`src/hw/rtl/ath_pkg.sv`:
```
// ----------------------------------------------------------------------------
// ath_pkg
// Shared types and constants of the tilt detector.
// ----------------------------------------------------------------------------
`default_nettype none
package ath_pkg;
  localparam int SUM_W = 24;
  localparam int AX_W  = 16;

  localparam logic [1:0] ST_DONE   = 2'd0;
  localparam logic [1:0] ST_EMPTY  = 2'd1;
  localparam logic [1:0] ST_LOCKED = 2'd2;
  localparam logic [1:0] ST_FAILED = 2'd3;

  localparam logic [1:0] REG_BASE_LEN  = 2'd0;
  localparam logic [1:0] REG_MEAS_LEN  = 2'd1;
  localparam logic [1:0] REG_COS_OPEN  = 2'd2;
  localparam logic [1:0] REG_COS_CLOSE = 2'd3;

  typedef struct packed {
    logic                    read_ok;
    logic signed [AX_W-1:0]  accel_x;
    logic signed [AX_W-1:0]  accel_y;
    logic signed [AX_W-1:0]  accel_z;
  } sample_t;

  typedef struct packed {
    logic [1:0]              status;
    logic                    tilt_open;
    logic                    crossed_open;
    logic                    crossed_close;
    logic [7:0]              valid_count;
    logic signed [SUM_W-1:0] window_sum_x;
    logic signed [SUM_W-1:0] window_sum_y;
    logic signed [SUM_W-1:0] window_sum_z;
  } result_t;

  // product terms per lane, accumulated by the merge stage
  typedef struct packed {
    logic signed [47:0] aa;
    logic signed [47:0] bb;
    logic signed [47:0] dot;
  } lane_prod_t;
endpackage
`default_nettype wire

```
`src/hw/rtl/ath_stream_if.sv`:
```
// ----------------------------------------------------------------------------
// ath_stream_if
// Valid/ready channel carrying one payload beat.
// ----------------------------------------------------------------------------
`default_nettype none
interface ath_stream_if #(parameter type T = logic) ();
  logic valid;
  logic ready;
  T     data;
  modport source (output valid, output data, input ready);
  modport sink   (input valid, input data, output ready);
endinterface
`default_nettype wire

```
`src/hw/rtl/accel_tilt_hysteresis_detector.sv`:
```
// ----------------------------------------------------------------------------
// accel_tilt_hysteresis_detector
// Window averaging tilt detector with open/close hysteresis.
// ----------------------------------------------------------------------------
// channel   dir  payload
// smp       in   read_ok, accel_x/y/z
// res       out  status, tilt flags, valid_count, window sums
//
// Samples that do not end a window are taken back to back. A window end
// that needs the angle test raises the result once the compare unit has
// run, once per threshold. Reset clears counters, phase and tilt state.
// A held result or a running angle test stalls input. After a failed
// baseline, sample beats are taken and dropped.
// ----------------------------------------------------------------------------
`default_nettype none
module accel_tilt_hysteresis_detector #(
  parameter int COUNT_BITS = 8
) (
  input  wire logic       clk,
  input  wire logic       rst,
  input  wire logic       cfg_we,
  input  wire logic [1:0] cfg_index,
  input  wire logic [15:0] cfg_data,
  ath_stream_if.sink      smp,
  ath_stream_if.source    res
);
  import ath_pkg::*;

  localparam logic [1:0] PH_BASE = 2'd0;
  localparam logic [1:0] PH_MEAS = 2'd1;
  localparam logic [1:0] PH_HALT = 2'd2;
  localparam logic [2:0] C_IDLE  = 3'd0;
  localparam logic [2:0] C_PROD  = 3'd1;
  localparam logic [2:0] C_SUM   = 3'd2;
  localparam logic [2:0] C_OPEN  = 3'd3;
  localparam logic [2:0] C_CLOSE = 3'd4;
  localparam logic [2:0] C_START = 3'd5;

  logic [7:0]  base_len, meas_len;
  logic signed [15:0] cos_open, cos_close;
  logic [1:0]  phase;
  logic [COUNT_BITS-1:0] slot;
  logic [7:0]  vcnt;
  logic        tilt;
  logic [2:0]  cst;
  logic        open_hit;
  logic        out_valid;
  result_t     out_data;

  sample_t     s;
  logic        acc_fire, add, win_end, lock, calc;
  logic [7:0]  len;
  logic signed [SUM_W-1:0] sx, sy, sz;
  lane_prod_t  px, py, pz;
  logic signed [49:0] dot;
  logic [49:0] aa, bb;
  logic        cmp_start, cmp_done;
  logic signed [1:0] cmp_sgn;

  assign s        = smp.data;
  assign smp.ready = (cst == C_IDLE) && !out_valid;
  assign acc_fire = smp.valid && smp.ready && (phase != PH_HALT);
  assign add      = acc_fire && s.read_ok && (slot != '0);
  assign len      = (phase == PH_BASE) ? base_len : meas_len;
  assign win_end  = ({{(32-COUNT_BITS){1'b0}}, slot} + 32'd1 >= 32'(len)) ||
                    (slot == {COUNT_BITS{1'b1}});
  assign lock     = acc_fire && win_end && (phase == PH_BASE);
  assign calc     = (cst == C_PROD);

  ath_lane u_lx (.clk, .add, .clear(rst || res.valid && res.ready), .lock, .calc,
                 .sample(s.accel_x), .sum(sx), .prod(px));
  ath_lane u_ly (.clk, .add, .clear(rst || res.valid && res.ready), .lock, .calc,
                 .sample(s.accel_y), .sum(sy), .prod(py));
  ath_lane u_lz (.clk, .add, .clear(rst || res.valid && res.ready), .lock, .calc,
                 .sample(s.accel_z), .sum(sz), .prod(pz));

  assign cmp_start = (cst == C_START) || (cst == C_OPEN && cmp_done);

  ath_cmp u_cmp (.clk, .rst, .start(cmp_start), .dot, .aa, .bb,
                 .cval((cst == C_START) ? cos_open : cos_close),
                 .done(cmp_done), .sgn(cmp_sgn));

  always_ff @(posedge clk) begin
    if (rst) begin
      base_len  <= 8'd50;
      meas_len  <= 8'd10;
      cos_open  <= 16'sd16384;
      cos_close <= 16'sd25101;
      phase     <= PH_BASE;
      slot      <= '0;
      vcnt      <= '0;
      tilt      <= 1'b0;
      cst       <= C_IDLE;
      out_valid <= 1'b0;
    end else begin
      if (cfg_we) begin
        unique case (cfg_index)
          REG_BASE_LEN:  base_len  <= cfg_data[7:0];
          REG_MEAS_LEN:  meas_len  <= cfg_data[7:0];
          REG_COS_OPEN:  cos_open  <= cfg_data;
          default:       cos_close <= cfg_data;
        endcase
      end
      if (res.valid && res.ready) begin
        out_valid <= 1'b0;
        vcnt      <= '0;
      end
      if (acc_fire) begin
        if (add) vcnt <= vcnt + 8'd1;
        if (!win_end) begin
          slot <= slot + COUNT_BITS'(1);
        end else begin
          slot <= '0;
          if (vcnt == '0 && !add) begin
            out_data <= '{status: (phase == PH_BASE) ? ST_FAILED : ST_EMPTY,
                          tilt_open: (phase == PH_BASE) ? 1'b0 : tilt,
                          default: '0};
            if (phase == PH_BASE) phase <= PH_HALT;
            out_valid <= 1'b1;
          end else if (phase == PH_BASE) begin
            phase <= PH_MEAS;
            out_valid <= 1'b1;
            out_data <= '{status: ST_LOCKED,
                          valid_count: vcnt + 8'(add),
                          window_sum_x: sx + (add ? SUM_W'(s.accel_x) : '0),
                          window_sum_y: sy + (add ? SUM_W'(s.accel_y) : '0),
                          window_sum_z: sz + (add ? SUM_W'(s.accel_z) : '0),
                          default: '0};
          end else begin
            cst <= C_PROD;
            out_data <= '{valid_count: vcnt + 8'(add), default: '0};
          end
        end
      end
      unique case (cst)
        C_PROD: begin
          out_data.window_sum_x <= sx;
          out_data.window_sum_y <= sy;
          out_data.window_sum_z <= sz;
          cst <= C_SUM;
        end
        C_SUM: begin
          dot <= 50'(px.dot) + 50'(py.dot) + 50'(pz.dot);
          aa  <= 50'(px.aa) + 50'(py.aa) + 50'(pz.aa);
          bb  <= 50'(px.bb) + 50'(py.bb) + 50'(pz.bb);
          cst <= C_START;
        end
        C_START: begin
          cst <= C_OPEN;
        end
        C_OPEN: begin
          if (cmp_done) begin
            open_hit <= (cmp_sgn < 0);
            cst <= C_CLOSE;
          end
        end
        C_CLOSE: begin
          if (cmp_done) begin
            cst <= C_IDLE;
            out_valid <= 1'b1;
            out_data.status <= ST_DONE;
            if (aa == '0 || bb == '0) begin
              if (tilt) begin
                tilt <= 1'b0;
                out_data.crossed_close <= 1'b1;
              end
              out_data.tilt_open <= 1'b0;
            end else if (!tilt && open_hit) begin
              tilt <= 1'b1;
              out_data.crossed_open <= 1'b1;
              out_data.tilt_open <= 1'b1;
            end else if (tilt && cmp_sgn > 0) begin
              tilt <= 1'b0;
              out_data.crossed_close <= 1'b1;
              out_data.tilt_open <= 1'b0;
            end else begin
              out_data.tilt_open <= tilt;
            end
          end
        end
        default: ;
      endcase
    end
  end

  assign res.valid = out_valid;
  assign res.data  = out_data;
endmodule
`default_nettype wire

```
`src/hw/rtl/ath_lane.sv`:
```
// ----------------------------------------------------------------------------
// ath_lane
// One axis: accumulates samples and forms its product terms at window end.
// ----------------------------------------------------------------------------
`default_nettype none
module ath_lane (
  input  wire logic                          clk,
  input  wire logic                          add,
  input  wire logic                          clear,
  input  wire logic                          lock,
  input  wire logic                          calc,
  input  wire logic signed [ath_pkg::AX_W-1:0]  sample,
  output logic signed [ath_pkg::SUM_W-1:0]      sum,
  output ath_pkg::lane_prod_t                   prod
);
  import ath_pkg::*;

  logic signed [SUM_W-1:0] base;

  always_ff @(posedge clk) begin
    if (clear) begin
      sum <= '0;
    end else if (add) begin
      sum <= sum + SUM_W'(sample);
    end
    // take the last slot's sample into the baseline as well
    if (lock) begin
      base <= add ? sum + SUM_W'(sample) : sum;
    end
    if (calc) begin
      prod.aa  <= sum * sum;
      prod.bb  <= base * base;
      prod.dot <= sum * base;
    end
  end
endmodule
`default_nettype wire

```
`src/hw/rtl/ath_cmp.sv`:
```
// ----------------------------------------------------------------------------
// ath_cmp
// Sequential cosine comparison: sign of dot*32768 - c*sqrt(aa*bb).
// Multiplies sequentially in 32-bit slices.
// ----------------------------------------------------------------------------
`default_nettype none
module ath_cmp (
  input  wire logic               clk,
  input  wire logic               rst,
  input  wire logic               start,
  input  wire logic signed [49:0] dot,
  input  wire logic [49:0]        aa,
  input  wire logic [49:0]        bb,
  input  wire logic signed [15:0] cval,
  output logic                    done,
  output logic signed [1:0]       sgn
);
  import ath_pkg::*;

  // L = |dot|*32768 (<=65 bits), square ~130 bits; R = aa*bb*c^2
  localparam logic [2:0] S_IDLE = 3'd0;
  localparam logic [2:0] S_LL   = 3'd1;
  localparam logic [2:0] S_AB   = 3'd2;
  localparam logic [2:0] S_RC   = 3'd3;
  localparam logic [2:0] S_CMP  = 3'd4;

  logic [2:0]   state;
  logic [2:0]   step;
  logic [63:0]  la;       // |dot|, shift applied later
  logic [31:0]  uc2;
  logic [135:0] acc;
  logic [135:0] lsq;
  logic [135:0] ab;
  logic         sl_pos, sl_zero, sr_pos, sr_zero;
  logic [63:0]  opa;
  logic [63:0]  opb;
  logic [31:0]  ma, mb;
  logic [63:0]  pp;
  logic [1:0]   ia, ib;

  // operand slices: step selects a 32x32 partial product of a 64x64 one
  assign ia = {1'b0, step[0]};
  assign ib = {1'b0, step[1]};
  assign ma = ia[0] ? opa[63:32] : opa[31:0];
  assign mb = ib[0] ? opb[63:32] : opb[31:0];
  assign pp = ma * mb;

  always_comb begin
    opa = la;
    opb = la;
    unique case (state)
      S_AB: begin
        opa = 64'(aa);
        opb = 64'(bb);
      end
      default: begin
        opa = la;
        opb = la;
      end
    endcase
  end

  always_ff @(posedge clk) begin
    if (rst) begin
      state <= S_IDLE;
      done  <= 1'b0;
    end else begin
      done <= 1'b0;
      unique case (state)
        S_IDLE: begin
          if (start) begin
            la      <= dot[49] ? 64'(-dot) : 64'(dot);
            sl_pos  <= !dot[49] && (dot != '0);
            sl_zero <= (dot == '0);
            sr_pos  <= !cval[15] && (cval != '0);
            sr_zero <= (cval == '0);
            uc2     <= 32'(cval[15] ? -32'(cval) : 32'(cval)) *
                       32'(cval[15] ? -32'(cval) : 32'(cval));
            acc     <= '0;
            step    <= '0;
            state   <= S_LL;
          end
        end
        S_LL: begin
          acc  <= acc + (136'(pp) << (32 * (32'(ia[0]) + 32'(ib[0]))));
          step <= step + 3'd1;
          if (step == 3'd3) begin
            state <= S_AB;
            step  <= '0;
          end
        end
        S_AB: begin
          if (step == 3'd0) begin
            lsq <= acc << 30;
            acc <= 136'(pp);
          end else begin
            acc <= acc + (136'(pp) << (32 * (32'(ia[0]) + 32'(ib[0]))));
          end
          step <= step + 3'd1;
          if (step == 3'd3) begin
            state <= S_RC;
            step  <= '0;
          end
        end
        S_RC: begin
          // ab <= 100 bits, times an up to 31-bit c^2: four 32-bit slices
          if (step == 3'd0) begin
            ab  <= acc;
            acc <= '0;
          end else begin
            acc <= acc + (136'(ab[32*(step-3'd1) +: 32] * uc2) << (32 * (step - 3'd1)));
          end
          step <= step + 3'd1;
          if (step == 3'd4) begin
            state <= S_CMP;
          end
        end
        default: begin
          if (sl_zero && sr_zero) sgn <= 2'sd0;
          else if ((sl_pos ? 2 : (sl_zero ? 1 : 0)) != (sr_pos ? 2 : (sr_zero ? 1 : 0)))
            sgn <= ((sl_pos ? 2 : (sl_zero ? 1 : 0)) < (sr_pos ? 2 : (sr_zero ? 1 : 0)))
                   ? -2'sd1 : 2'sd1;
          else if (lsq == acc) sgn <= 2'sd0;
          else if ((lsq < acc) == sl_pos) sgn <= -2'sd1;
          else sgn <= 2'sd1;
          done  <= 1'b1;
          state <= S_IDLE;
        end
      endcase
    end
  end
endmodule
`default_nettype wire
```
`src/flat_wrapper.sv`:
```
// flat-port wrapper written by rule: the top's interface ports become plain ports
module accel_tilt_hysteresis_detector_flat import ath_pkg::*;
#(
  parameter int COUNT_BITS = 8
)
  (clk, rst, cfg_we, cfg_index, cfg_data, smp_valid, smp_data, smp_ready, res_valid, res_data, res_ready);
  ath_stream_if smp_i ();
  ath_stream_if res_i ();
  input  wire logic clk;
  input  wire logic rst;
  input  wire logic cfg_we;
  input  wire logic [1:0] cfg_index;
  input  wire logic [15:0] cfg_data;
  input wire logic [$bits(smp_i.valid)-1:0] smp_valid;
  input wire logic [$bits(smp_i.data)-1:0] smp_data;
  output wire logic [$bits(smp_i.ready)-1:0] smp_ready;
  output wire logic [$bits(res_i.valid)-1:0] res_valid;
  output wire logic [$bits(res_i.data)-1:0] res_data;
  input wire logic [$bits(res_i.ready)-1:0] res_ready;
  assign smp_i.valid = smp_valid;
  assign smp_i.data = smp_data;
  assign smp_ready = smp_i.ready;
  assign res_valid = res_i.valid;
  assign res_data = res_i.data;
  assign res_i.ready = res_ready;
  accel_tilt_hysteresis_detector #(.COUNT_BITS(COUNT_BITS)) u_core (.clk(clk), .rst(rst), .cfg_we(cfg_we), .cfg_index(cfg_index), .cfg_data(cfg_data), .smp(smp_i), .res(res_i));
endmodule
```
`config.mk`:
```
export PLATFORM = sky130hd
export DESIGN_NAME = accel_tilt_hysteresis_detector_flat
export DESIGN_NICKNAME = d
export VERILOG_FILES = /design/src/hw/rtl/ath_pkg.sv /design/src/hw/rtl/ath_stream_if.sv /design/src/hw/rtl/accel_tilt_hysteresis_detector.sv /design/src/hw/rtl/ath_lane.sv /design/src/hw/rtl/ath_cmp.sv /design/src/flat_wrapper.sv
export SDC_FILE = /design/constraint.sdc
export NUM_CORES = 1
export LEC_CHECK = 0
export BUFFER_PORTS_ARGS = -buffer_cell sky130_fd_sc_hd__buf_4
export CORE_ASPECT_RATIO = 2
export CORE_MARGIN = 3
export CORE_UTILIZATION = 40
export DETAILED_ROUTE_END_ITERATION = 16
export GPL_TIMING_DRIVEN = 1
export PLACE_DENSITY = 0.62
export SLEW_MARGIN = 15
export SYNTH_ARGS = -nofsm -noshare
export SYNTH_HDL_FRONTEND = slang
export SYNTH_SLANG_ARGS = --single-unit
```
`constraint.sdc`:
```
create_clock -name clk -period 4.4 [get_ports clk]
set_input_delay 0.44 -clock clk [delete_from_list [all_inputs] [get_ports clk]]
set_output_delay 0.44 -clock clk [all_outputs]
set_load 0.01 [all_outputs]
```
---- After elaboration in Yosys (flattened, before gate mapping) ----
Cells that the tools add are included.
storage, ports and cells
  latch bits .............................. 0
  memory bits (read-only) ................. 0
  output and inout bits ................... 3
  RAM bits ................................ 0
  register bits after elaboration ......... 43
  logic and storage cells ................. 88
  memories ................................ 0
  input bits .............................. 24
operators by class
  equal/unequal tests ..................... 19
  multiply operators ...................... 0
  bitwise operators ....................... 1
  shifts and indexed selects .............. 0
  reduce and logical (&&, ||, !) cells .... 25
  mux-type cells .......................... 25
  div/mod/pow operators ................... 0
  order comparisons ....................... 1
  add/subtract/negate cells ............... 3
operator list
  cell                                                             number
  85-bit two-way mux                                               2
  32-bit by 8-bit >= comparator with 1-bit output                  1
  3-bit two-way mux                                                8
  8-bit two-way mux                                                2
  3-bit by 2-bit == test with 1-bit output, second input constant  5
  3-bit case mux with 5 select lines                               1
  2-bit != test, second input constant                             6
  3-bit case mux with 4 select lines                               1
  3-bit AND reduction                                              4
  5-bit two-way mux                                                2
  8-bit by 1-bit adder with 9-bit output, second input constant    1
  3-bit == test, second input constant                             3
  3-bit case mux with 3 select lines                               1
  8-bit by 1-bit adder with 8-bit output, second input constant    1
  8-bit == test, second input constant                             1
  3-bit by 1-bit == test with 1-bit output, second input constant  2
  3-bit zero test                                                  2
  1-bit two-way mux                                                6
  1-bit logical AND                                                5
  5-bit nonzero test                                               1
  2-bit zero test                                                  2
  2-bit two-way mux                                                2
  2-bit AND reduction                                              2
  4-bit AND reduction                                              1
  other kinds (10)                                                 12

---- Longest topological paths before layout ----
Gate-level depths: netlist of run 1.
  depth in word-level cells ............... 8
  mapped depth ............................ 10
  depth with buffers taken out ............ 9

---- Modules after synthesis ----
A second synthesis of run 1 with hierarchy kept.
unflattened totals
  cell total of the unflattened synthesis .. 35654
  area total of the unflattened synthesis .. 337005.7 um2
modules (own cells, without submodules)
  module                          cells an instance  area each (um2)  times used
  ath_cmp                         13500              120337.9         1
  ath_lane at u_core.u_lx         6828               66309.8          1
  ath_lane at u_core.u_lz         6761               65968.3          1
  ath_lane at u_core.u_ly         6727               65761.8          1
  accel_tilt_hysteresis_detector  1838               18627.9          1

---- Worst setup path after synthesis of run 1 ----
OpenSTA, ideal clock, no wires.
  path kind ............................... register to register
  from .................................... reg u_core.slot[6]
  to ...................................... reg u_core.slot[2]
  arrival ................................. 2137 ps
  library setup time ...................... 74 ps
  stages on the path, launching flop included .. 11
  buffers on the path ..................... 1
  required time ........................... 4326 ps
  slack ................................... 2189 ps
  cell sequence ........................... dfxtp_1 > clkbuf_1 > and3_1 > nand3_1 > xnor2_1 > ha_1 > a21oi_1 > o21ai_0 > a311oi_4 > nand4b_1 > a31oi_1
on the way
  word-level cells in the longest chain between the ends .. 4
RTL lines
  item                                             RTL line                               source
  start: declaration                               accel_tilt_hysteresis_detector.sv:42   logic [COUNT_BITS-1:0] slot;
  start signal: assignment                         accel_tilt_hysteresis_detector.sv:111  slot <= slot + COUNT_BITS'(1);
  8-bit by 1-bit adder with 9-bit output           accel_tilt_hysteresis_detector.sv:65   assign win_end = ({{(32-COUNT_BITS){1'b0}}, slot} + 32'd1 >= 32'(len)) ||
  32-bit by 8-bit >= comparator with 1-bit output  accel_tilt_hysteresis_detector.sv:65
  1-bit logical OR *                               accel_tilt_hysteresis_detector.sv:65
  8-bit two-way mux *                              accel_tilt_hysteresis_detector.sv:110  if (!win_end) begin
Mark *: on every way between the ends. The rest lies on a longest branch, timed or not.
A chain may end at the register's enable or synchronous reset.

---- Worst setup path in the final report of run 1 ----
  from .................................... reg u_core.phase[1]
  to ...................................... reg u_core.phase[1]
on the way
  word-level cells in the longest chain between the ends .. 5
RTL lines
  item                                             RTL line                               source
  start: declaration                               accel_tilt_hysteresis_detector.sv:41   logic [1:0] phase;
  start signal: assignment                         accel_tilt_hysteresis_detector.sv:89   phase <= PH_BASE;
  start signal: assignment                         accel_tilt_hysteresis_detector.sv:118  if (phase == PH_BASE) phase <= PH_HALT;
  start signal: assignment                         accel_tilt_hysteresis_detector.sv:121  phase <= PH_MEAS;
  2-bit zero test                                  n/a
  8-bit two-way mux                                accel_tilt_hysteresis_detector.sv:64   assign len = (phase == PH_BASE) ? base_len : meas_len;
  32-bit by 8-bit >= comparator with 1-bit output  accel_tilt_hysteresis_detector.sv:65
  1-bit logical OR                                 accel_tilt_hysteresis_detector.sv:65
  3-bit AND reduction (no source line) *           n/a
Marked as above.

==> results of run 1 <==
sequential cells by signal (all words and copies together), names as in the netlist, 3 cells and up:
| name | cells |
|---|---|
| u_core.slot | 8 |
| u_core.base_len | 8 |
| u_core.meas_len | 8 |
| u_core.u_cmp.step | 3 |
| u_core.cst | 3 |
| u_core.u_cmp.state | 3 |
path summary, 6_finish.rpt:
check	to	cells past startpoint
hold reg to reg	u_core.meas_len[1]	1
setup reg to reg	u_core.phase[1]	7
setup / recovery	u_core.phase[1]	7
hold / removal	u_core.base_len[1]	2
placed cells by master, fill, tap and decap left out, types with 6 or more instances in the layout:
| cell | synthesis | routed |
|---|---|---|
| nor2b_1 | 9 | 9 |
| buf_4 | 1 | 16 |
| ha_1 | 13 | 13 |
| clkbuf_8 | 0 | 6 |
| nand3_1 | 8 | 8 |
| mux2i_1 | 18 | 18 |
| dfxtp_1 | 33 | 33 |
| inv_1 | 10 | 10 |
| nor2_1 | 23 | 23 |
| nand2_1 | 10 | 10 |
| o21ai_0 | 6 | 6 |
| a32oi_1 | 6 | 6 |
| a21oi_1 | 8 | 8 |
power by group:
part,internal (mW),switching [mW]
Combinational,0.0255,0.0255
Clock,0.128,0.110
Sequential,0.337,0.00566
cells by family (layout without fill, tap and decap cells):
family | Yosys count | in the layout | synth area share
AND/OR/NAND/NOR | 69 | 69 | 0.1919
AO/OA/AOI/OAI | 38 | 38 | 0.1495
flip-flops | 36 | 36 | 0.3916
buffers and inverters | 23 | 34 | 0.04831
multiplexers | 19 | 19 | 0.09987
adder cells (fa/ha/maj) | 13 | 13 | 0.08486
XOR/XNOR | 7 | 7 | 0.03198
other | 1 | 1 | 0.001956
per-stage QoR:
stage,power [mW],hold slack [ps]
2_1_floorplan,0.3840,435.2
3_3_place_gp,0.4008,441.9
4_1_cts,0.6439,352.9
5_1_grt,0.6623,354.7
3_5_place_dp,0.4021,456.5
6_report,0.6314,364.2
final cells by class:
class                           instances  share of cell area
Sequential cell                        36              0.3499
Multi-Input combinational cell        147              0.5026
Clock buffer                            8             0.04198
Tap cell                               55             0.03207
Inverter                               10             0.01749
Timing Repair Buffer                   16             0.05598
routing by layer:
metal / share of wire / vias to the layer above / global-route usage / wire, um
met5: 0 / - / 0 / 0
met4: 0.011 / 0 / 0.05739 / 39
met2: 0.57 / 23 / 0.2534 / 2038
met1: 0.39 / 680 / 0.1639 / 1384
li1: - / 752 / - / -
met3: 0.034 / 2 / 0.03443 / 122
==> results.sh, run 1 <==
export IMPL_fill_cells=482
export IMPL_crit_fanout=11
export IMPL_die_h_um=103.9
export IMPL_required_ps=4620
export IMPL_drive_above_1_share=0.1336
export IMPL_start_util=0.4169
export IMPL_seq_area_frac_synth=0.3916
export IMPL_synth_area_leaders="dfxtp_1, mux2i_1, ha_1"
export IMPL_cpLargestDelayFamily="compound AO/OA/AOI/OAI gates"
export IMPL_die_area_um2=5709
export IMPL_fin_skew_ps=6.506
export IMPL_worst_pin_slew_ps=918.2
export IMPL_drv_slew=0
export IMPL_synth_area_leader_cell="dfxtp_1"
export IMPL_syn_nets=243
export IMPL_syn_avg_cell_area_um2=9.305
export IMPL_ys_ff_latch=36
export IMPL_critical_path_arrival_ps=2750
export IMPL_postRouteWirelength_um=3585
export IMPL_final_cell_area_um2=2146
export IMPL_fin_crit_sh=0.5761
export IMPL_setup_slack_ps=1865
export IMPL_row_count=35
export IMPL_root_buffer="clkbuf_8"
export IMPL_async_reset_ff_frac=0
export IMPL_critPathKind="reg -> reg"
export IMPL_period_minus_slack_ps=2535
export IMPL_ys_types=40
export IMPL_antenna_found_initial=0
export IMPL_final_nets=253
export IMPL_crit_reg2reg_launch="u_core.phase[1]"
export IMPL_synth_cells=206
export IMPL_cellLeakagePower_nw=0.8796
export IMPL_finalSetupTns_ps=0
export IMPL_setup_viol=0
export IMPL_report_final_hold_viol_count=0
export IMPL_grt_total_usage=0.1473
export IMPL_grt_pass1_vias=1441
export IMPL_yosys_warnings=0
export IMPL_cts_tree="built"
export IMPL_fin_cells=272
export IMPL_drt_initial_drc_count=27
export IMPL_yosysMostFrequentCell="dfxtp_1"
export IMPL_pre_cts_ws_ps=1884
export IMPL_insertion_delay_ps=280
export IMPL_min_from="cfg_data[1]"
export IMPL_grt_first_pass_wirelength_um=6313
export IMPL_final_seq_area_um2=750.7
export IMPL_die_w_um=54.95
export IMPL_drc=0
export IMPL_drtAntennaViolNets=0
export IMPL_ys_dominant_reg_cell="dfxtp_1"
export IMPL_gp_congestion=0.7686
export IMPL_dpl_cell_area_um2=2056
export IMPL_critPathBufInv=0
export IMPL_num_vias=1457
export IMPL_pwr_density_cell_nw_per_um2=294.2
export IMPL_numPortBuffers=16
export IMPL_core_um2=4598
export IMPL_synth_common_cells="dfxtp_1, nor2_1, mux2i_1"
export IMPL_syn_cell_area_um2=1917
export IMPL_relSlewSlack=0.3852
export IMPL_post_cts_buffers=0
export IMPL_start_kind="flip-flop"
export IMPL_dp_cells=264
export IMPL_clkTransAtPathRegs_ps=70
export IMPL_dp_hpwl_um=2660
export IMPL_vias_per_cell=5.357
export IMPL_ir_drop_mv=0.2936
export IMPL_rsz0062_at_grt="false"
export IMPL_synthDominantCellAreaShare=0.3446
export IMPL_finish_utilization=0.4667
export IMPL_io_pin_count=27
export IMPL_diodes=0
export IMPL_cp_slowest_cell="dfxtp_1"
export IMPL_cp_startpoint="u_core.phase[1]"
export IMPL_postCtsHoldBufs=0
export IMPL_hold_class="in -> reg"
export IMPL_grt_ovfl_total=0
export IMPL_dr_pass1_iters=4
export IMPL_h_tree_depth=2
export IMPL_critPathMaxStageDelay_ps=650
export IMPL_multi_input_area_um2=1079
export IMPL_maxCapViolations=0
export IMPL_critical_path_cell_chain="mux2_2 > ha_1 > and3_1 > o21ai_0 > a311o_1 > a31o_2 > a21oi_1"
export IMPL_reg2reg_slack_ps=1870
export IMPL_drt_wirelength_per_cell_um=13.18
export IMPL_grt_max_degree=35
export IMPL_cts_made_buffers=5
export IMPL_fmax_mhz=394.5
export IMPL_areaGrowthSynthToFinish_pct=11.95
export IMPL_crit_path_end_kind="flip-flop"
export IMPL_clock_sinks=36
export IMPL_post_cts_resized=0
export IMPL_synth_edf_count=3
export IMPL_cts_buffer_depth=2
export IMPL_outcome="finished, final reports clean"
Power figures use the tool's default switching activity.
==> run 2, diff against run 1 <==
- ABC_AREA: not set -> 1
- PLACE_DENSITY: 0.62 -> 0.64
- clock period: 4.4 -> 2.11 ns (I/O delays scaled with it)
==> run 2 against run 1 <==
The flow now finishes with violations (negative setup slack). Die area down 0.19%. Global-route usage increased by 0.94 points. Final cell count grew 28%. Register-to-register slack got worse by 2000 ps. Flip-flop and latch count unchanged. Final area rose by 13%. Sequential share of layout area down 4.0 points. Clock-buffer cell count down 2. Total power is 120% higher. Clock skew decreased by 2.8 ps. First-iteration DRC count grew 15%. Clock power grew 95%.
==> results.sh, run 2 <==
export IMPL_outcome="finished with violations"
export IMPL_violations="negative setup slack"
export IMPL_setup_slack_ps=-156.1
export IMPL_crit_fanout=3
export IMPL_drive_above_1_share=0.2381
export IMPL_syn_nets=297
export IMPL_grt_total_usage=0.1566
export IMPL_critPathKind="reg -> reg"
export IMPL_ir_drop_mv=0.4564
export IMPL_drt_initial_drc_count=31
export IMPL_critPathBufInv=3
export IMPL_critical_path_arrival_ps=2490
export IMPL_hold_class="in -> reg"
export IMPL_largestRegisters="u_core.base_len (8), u_core.meas_len (8), u_core.slot (8)"
export IMPL_drv_slew=0
export IMPL_antenna_found_initial=0
export IMPL_yosys_area_share_simple=0.2852
export IMPL_ys_ff_latch=36
export IMPL_cellLeakagePower_nw=1.102
export IMPL_die_area_um2=5699
export IMPL_dp_cells=337
export IMPL_vias_per_cell=4.837
export IMPL_syn_cell_area_um2=1913
export IMPL_period_minus_slack_ps=2266
export IMPL_ys_dominant_reg_cell="dfxtp_1"
export IMPL_root_buffer="clkbuf_8"
export IMPL_diodes=0
export IMPL_synthDominantCellAreaShare=0.3453
export IMPL_gp_congestion=0.8160
export IMPL_cts_made_buffers=5
export IMPL_core_um2=4598
export IMPL_synth_xor_area_frac=0.02681
export IMPL_critical_path_cell_chain="buf_6 > nand3_4 > nor3_4 > xor2_2 > ha_1 > nand2_1 > inv_1 > nand2_2 > nor2_1 > nor2_1 > nand2_1 > nor2_4 > buf_4 > nand3_2 > a21oi_2"
export IMPL_synth_common_cells="nand2_1, nor2_1, dfxtp_1, inv_1"
export IMPL_final_cell_area_um2=2432
export IMPL_synth_cells=260
export IMPL_synth_adder_area_share=0.08502
export IMPL_areaGrowthSynthToFinish_pct=27.14
export IMPL_synth_compound_gate_area_share=0.09026
export IMPL_syn_avg_cell_area_um2=7.358
export IMPL_grt_pass1_vias=1617
export IMPL_final_common_cell="nand2_1"
export IMPL_cp_slowest_cell="dfxtp_2"
export IMPL_rsz0062_at_grt="true"
export IMPL_seq_area_frac_synth=0.3924
export IMPL_row_count=35
export IMPL_grt_first_pass_wirelength_um=6575
export IMPL_dr_pass1_iters=4
export IMPL_maxCapViolations=0
export IMPL_cts_buffer_depth=2
export IMPL_layout_common_cells="nand2_1, nor2_1, inv_1, dfxtp_1, buf_4"
export IMPL_num_vias=1688
export IMPL_insertion_delay_ps=290
export IMPL_die_w_um=54.90
export IMPL_drc=0
export IMPL_ys_types=28
export IMPL_die_h_um=103.8
export IMPL_yosys_warnings=0
export IMPL_fin_cells=349
export IMPL_relSlewSlack=0.6674
export IMPL_cpLargestDelayFamily="simple AND/OR/NAND/NOR gates"
export IMPL_synth_area_leader_cell="dfxtp_1"
export IMPL_required_ps=2340
export IMPL_fin_skew_ps=3.686
export IMPL_clock_sinks=36
export IMPL_synth_area_leaders="dfxtp_1, nand2_1, ha_1"
export IMPL_fin_crit_sh=1.074
export IMPL_fmax_mhz=441.3
export IMPL_synth_edf_count=3
export IMPL_dp_hpwl_um=3040
export IMPL_async_reset_ff_frac=0
export IMPL_dpl_cell_area_um2=2172
export IMPL_h_tree_depth=2
export IMPL_crit_path_end_kind="flip-flop"
export IMPL_io_pin_count=27
export IMPL_pwr_density_cell_nw_per_um2=571.6
export IMPL_yosysMostFrequentCell="nand2_1"
export IMPL_numPortBuffers=16
export IMPL_cts_tree="built"
export IMPL_critPathMaxStageDelay_ps=360
export IMPL_pre_cts_ws_ps=-191.3
export IMPL_synth_top_family_by_area="simple AND/OR/NAND/NOR gates"
export IMPL_synth_mux_area_frac=0.03663
export IMPL_start_kind="flip-flop"
export IMPL_grt_max_degree=19
export IMPL_final_nets=331
export IMPL_postRouteWirelength_um=4062
export IMPL_report_final_hold_viol_count=0
export IMPL_clkTransAtPathRegs_ps=70
export IMPL_drt_wirelength_per_cell_um=11.64
export IMPL_finalPower_mw=1.390
export IMPL_worst_pin_slew_ps=498.4
export IMPL_start_util=0.4161
export IMPL_setup_viol=10
export IMPL_grt_ovfl_total=0
export IMPL_drtAntennaViolNets=0
-- run 2: final timing paths --
kind / start / end / slack [ps] / cells after the start
setup / recovery: u_core.slot[1] / u_core.slot[3] / -160 / 15
hold / removal: cfg_data[3] / u_core.meas_len[3] / 140 / 3
hold reg to reg: u_core.base_len[4] / u_core.base_len[4] / 460 / 2
setup reg to reg: u_core.slot[1] / u_core.slot[3] / -160 / 15
-- run 2: logic make-up after synthesis --
kind of cell,count (synthesis)
other cells,1
xor+xnor,5
compound gates,33
fa+ha+maj,13
buf+inv,40
flops,36
mux,7
simple gates,125
-- run 2: layout make-up --
type                       count  area (um^2)
clock inverter                 1        5.005
fill                         463         2166
tap                           55        68.82
sequential                    36        754.5
inverter                      35        131.4
multi-input combinational    184         1132
clock buffer                   6        72.57
timing repair buffer          32        267.8
-- run 2: stage by stage --
| stage | util | setup TNS [ps] | hold WS (ps) |
|---|---|---|---|
| floorplan | - | -1.003 | 337.3 |
| global placement | 0.4724 | -1464 | 432.0 |
| detailed placement | 0.4724 | -1643 | 435.6 |
| CTS | 0.5050 | -1358 | 136.1 |
| global route | 0.5290 | -2900 | 142.4 |
| finish | 0.5290 | -1195 | 138.3 |
-- run 2: worst reg2reg max path: stages, from the launching register on --
cell and delay, ps:
dfxtp_2 360, buf_6 110, nand3_4 90, nor3_4 280, xor2_2 180, ha_1 260, nand2_1 70, inv_1 50
nand2_2 70, nor2_1 40, nor2_1 90, nand2_1 100, nor2_4 150, buf_4 140, nand3_2 70, a21oi_2 140
-- run 2: power breakdown --
group,internal (mW),switching [mW],leakage (nW)
logic,0.0830,0.108,0.763
registers,0.718,0.0183,0.298
clock network,0.224,0.239,0.0410
-- run 2: metal layers --
metal	track usage	wire length (um)
met3	0.04317	123
met1	0.1372	1499
met4	0.05913	86
met5	0	0
met2	0.3008	2353
-- run 2: repair_timing --
action,in CTS,in global routing
buffers inserted,1,4
pin swaps,7,14
hold buffers,0,0
gates cloned,0,0
resized for setup,14,18
endpoints found under the setup margin,10,10
==> run 3, diff against run 2 <==
- CORE_ASPECT_RATIO: 2 -> not set
==> run 3 against run 2 <==
The flow still finishes with violations (negative setup slack). Sequential power about the same. Sequential share of layout area decreased by 0.064 points. Clock-buffer cell count rose by 2. Global-route usage fell by 0.16 points. Utilization grew 1.6 points. Total power grew 11%. Final area up 0.21%. Clock skew grew 1.9 ps. Critical path type unchanged. First-iteration DRC count up 130%. Critical endpoint is now u_core.slot[2]. Combinational power is essentially flat. Wire length shrank 5.0%. Worst hold slack got worse by 4.5 ps.
==> results.sh, run 3 (synthesis gave the netlist of run 2 again) <==
export IMPL_die_h_um=75.16
export IMPL_cellLeakagePower_nw=1.118
export IMPL_vias_per_cell=4.867
export IMPL_required_ps=2340
export IMPL_grt_use_met3=0.03605
export IMPL_crit_path_end_kind="flip-flop"
export IMPL_drc=0
export IMPL_use_met1=0.1804
export IMPL_fill_cells=427
export IMPL_reg2reg_slack_ps=-110
export IMPL_drt_initial_drc_count=70
export IMPL_dr_pass1_iters=4
export IMPL_setup_viol=10
export IMPL_num_vias=1689
export IMPL_drv_slew=0
export IMPL_crit_reg2reg_launch="u_core.slot[1]"
export IMPL_numPortBuffers=16
export IMPL_critical_path_arrival_ps=2440
export IMPL_finalPower_mw=1.543
export IMPL_use_met2=0.2698
export IMPL_crit_fanout=5
export IMPL_h_tree_depth=2
export IMPL_grt_ovfl_total=0
export IMPL_critPathKind="reg -> reg"
export IMPL_rsz0062_at_grt="true"
export IMPL_holdPathEnd="u_core.base_len[5]"
export IMPL_start_kind="flip-flop"
export IMPL_fin_crit_sh=1.051
export IMPL_grt_pass1_vias=1603
export IMPL_min_path_cells=3
export IMPL_insertion_delay_ps=290
export IMPL_final_nets=331
export IMPL_report_final_hold_viol_count=0
export IMPL_clock_sinks=36
export IMPL_cts_tree="built"
export IMPL_fmax_mhz=451.0
export IMPL_final_common_cell="nand2_1"
export IMPL_areaGrowthSynthToFinish_pct=27.40
export IMPL_worstRegToRegCells=17
export IMPL_antenna_found_initial=0
export IMPL_pre_cts_ws_ps=-136.4
export IMPL_drive_above_1_share=0.2407
export IMPL_drt_wirelength_per_cell_um=11.12
export IMPL_die_w_um=75.16
export IMPL_grt_busiest_layer="met2"
export IMPL_hold_slack_ps=133.8
export IMPL_drtAntennaViolNets=0
export IMPL_fin_skew_ps=5.546
export IMPL_grt_total_usage=0.1551
export IMPL_largestRegisters="u_core.base_len (8), u_core.meas_len (8), u_core.slot (8)"
export IMPL_grt_first_pass_wirelength_um=6679
export IMPL_outcome="finished with violations"
export IMPL_root_buffer="clkbuf_8"
export IMPL_core_um2=4474
export IMPL_period_minus_slack_ps=2217
export IMPL_diodes=0
export IMPL_setup_slack_ps=-107.1
export IMPL_start_util=0.4276
export IMPL_hold_class="in -> reg"
export IMPL_grt_max_degree=19
export IMPL_pwr_density_cell_nw_per_um2=633.2
export IMPL_cts_buffer_depth=2
export IMPL_min_from="cfg_data[5]"
export IMPL_postCtsHoldBufs=0
export IMPL_maxCapViolations=0
export IMPL_layout_common_cells="nand2_1, nor2_1, inv_1, dfxtp_1, buf_4"
export IMPL_die_area_um2=5648
export IMPL_cts_made_buffers=5
export IMPL_io_pin_count=27
export IMPL_row_count=24
export IMPL_dp_hpwl_um=2688
export IMPL_reg2reg_to="u_core.slot[2]"
export IMPL_postRouteWirelength_um=3859
export IMPL_violations="negative setup slack"
export IMPL_finish_utilization=0.5447
export IMPL_ir_drop_mv=0.4997
export IMPL_gp_congestion=0.7173
export IMPL_clkTransAtPathRegs_ps=70
## run 3: cell count changes in the layout (fill, tap and decap cells not counted), sizes merged
| cell | previous run | this run |
|---|---|---|
| clkbuf | 6 | 8 |
| clkinv | 1 | 0 |
## run 3: how the worst max path moves through the flow
| stage | startpoint | end | slack [ps] | depth (start not counted) |
|---|---|---|---|---|
| after global routing | u_core.slot[1] | u_core.slot[2] | -270 | 17 |
| final | u_core.slot[1] | u_core.slot[2] | -110 | 17 |
| after CTS | u_core.slot[1] | u_core.slot[1] | -120 | 17 |
| after global placement | u_core.slot[1] | u_core.slot[1] | -110 | 16 |
| after floorplan | u_core.slot[0] | u_core.slot[5] | -1 | 16 |
| after detailed placement | u_core.slot[1] | u_core.slot[5] | -140 | 16 |
## run 3: cell type report
type                       instances  area [um^2]  share of cell area
sequential                        36        754.5              0.3095
inverter                          35        131.4             0.05390
timing repair buffer              32        264.0              0.1083
tap                               52        65.06             0.02669
multi-input combinational        184         1101              0.4517
clock buffer                       8        121.4             0.04979
## run 3: repair_timing
action / CTS / global route
gates resized for setup: 19 / 8
buffers inserted: 4 / 1
setup endpoints to repair: 10 / 10
pin swaps: 11 / 7
## run 3: layer usage
layer	up-vias	wire length [um]
met4	0	78
met1	765	1768
li1	894	-
met3	8	126
met2	22	1885
met5	-	0
## run 3: report_power, final
part           internal (mW)  switching [mW]  total, mW  leakage (nW)
logic                 0.0807           0.107      0.188         0.758
registers              0.718          0.0180      0.736         0.298
clock network          0.369           0.251      0.620        0.0627
total                   1.17           0.376       1.54          1.12
## run 3: worst max-delay path, stage by stage, from the launching register on
cell	delay (ps)
dfxtp_2	360
ha_4	140
nand3_2	80
nor2_2	110
nand2_1	80
xor2_1	170
inv_1	70
ha_1	270
nand2_1	70
inv_2	40
nand2_2	70
nor2_2	40
nor2_1	130
nand2_2	90
nor2_4	110
buf_6	140
nand3_2	60
a21oi_2	130
## run 3: metrics by stage
step                area, um^2  cells  setup TNS, ps
global placement          2168    334         -918.2
floorplan                 1913    260         -1.003
global route              2437    347          -2576
detailed placement        2168    334          -1146
CTS                       2407    346         -959.1
finish                    2437    347         -853.5
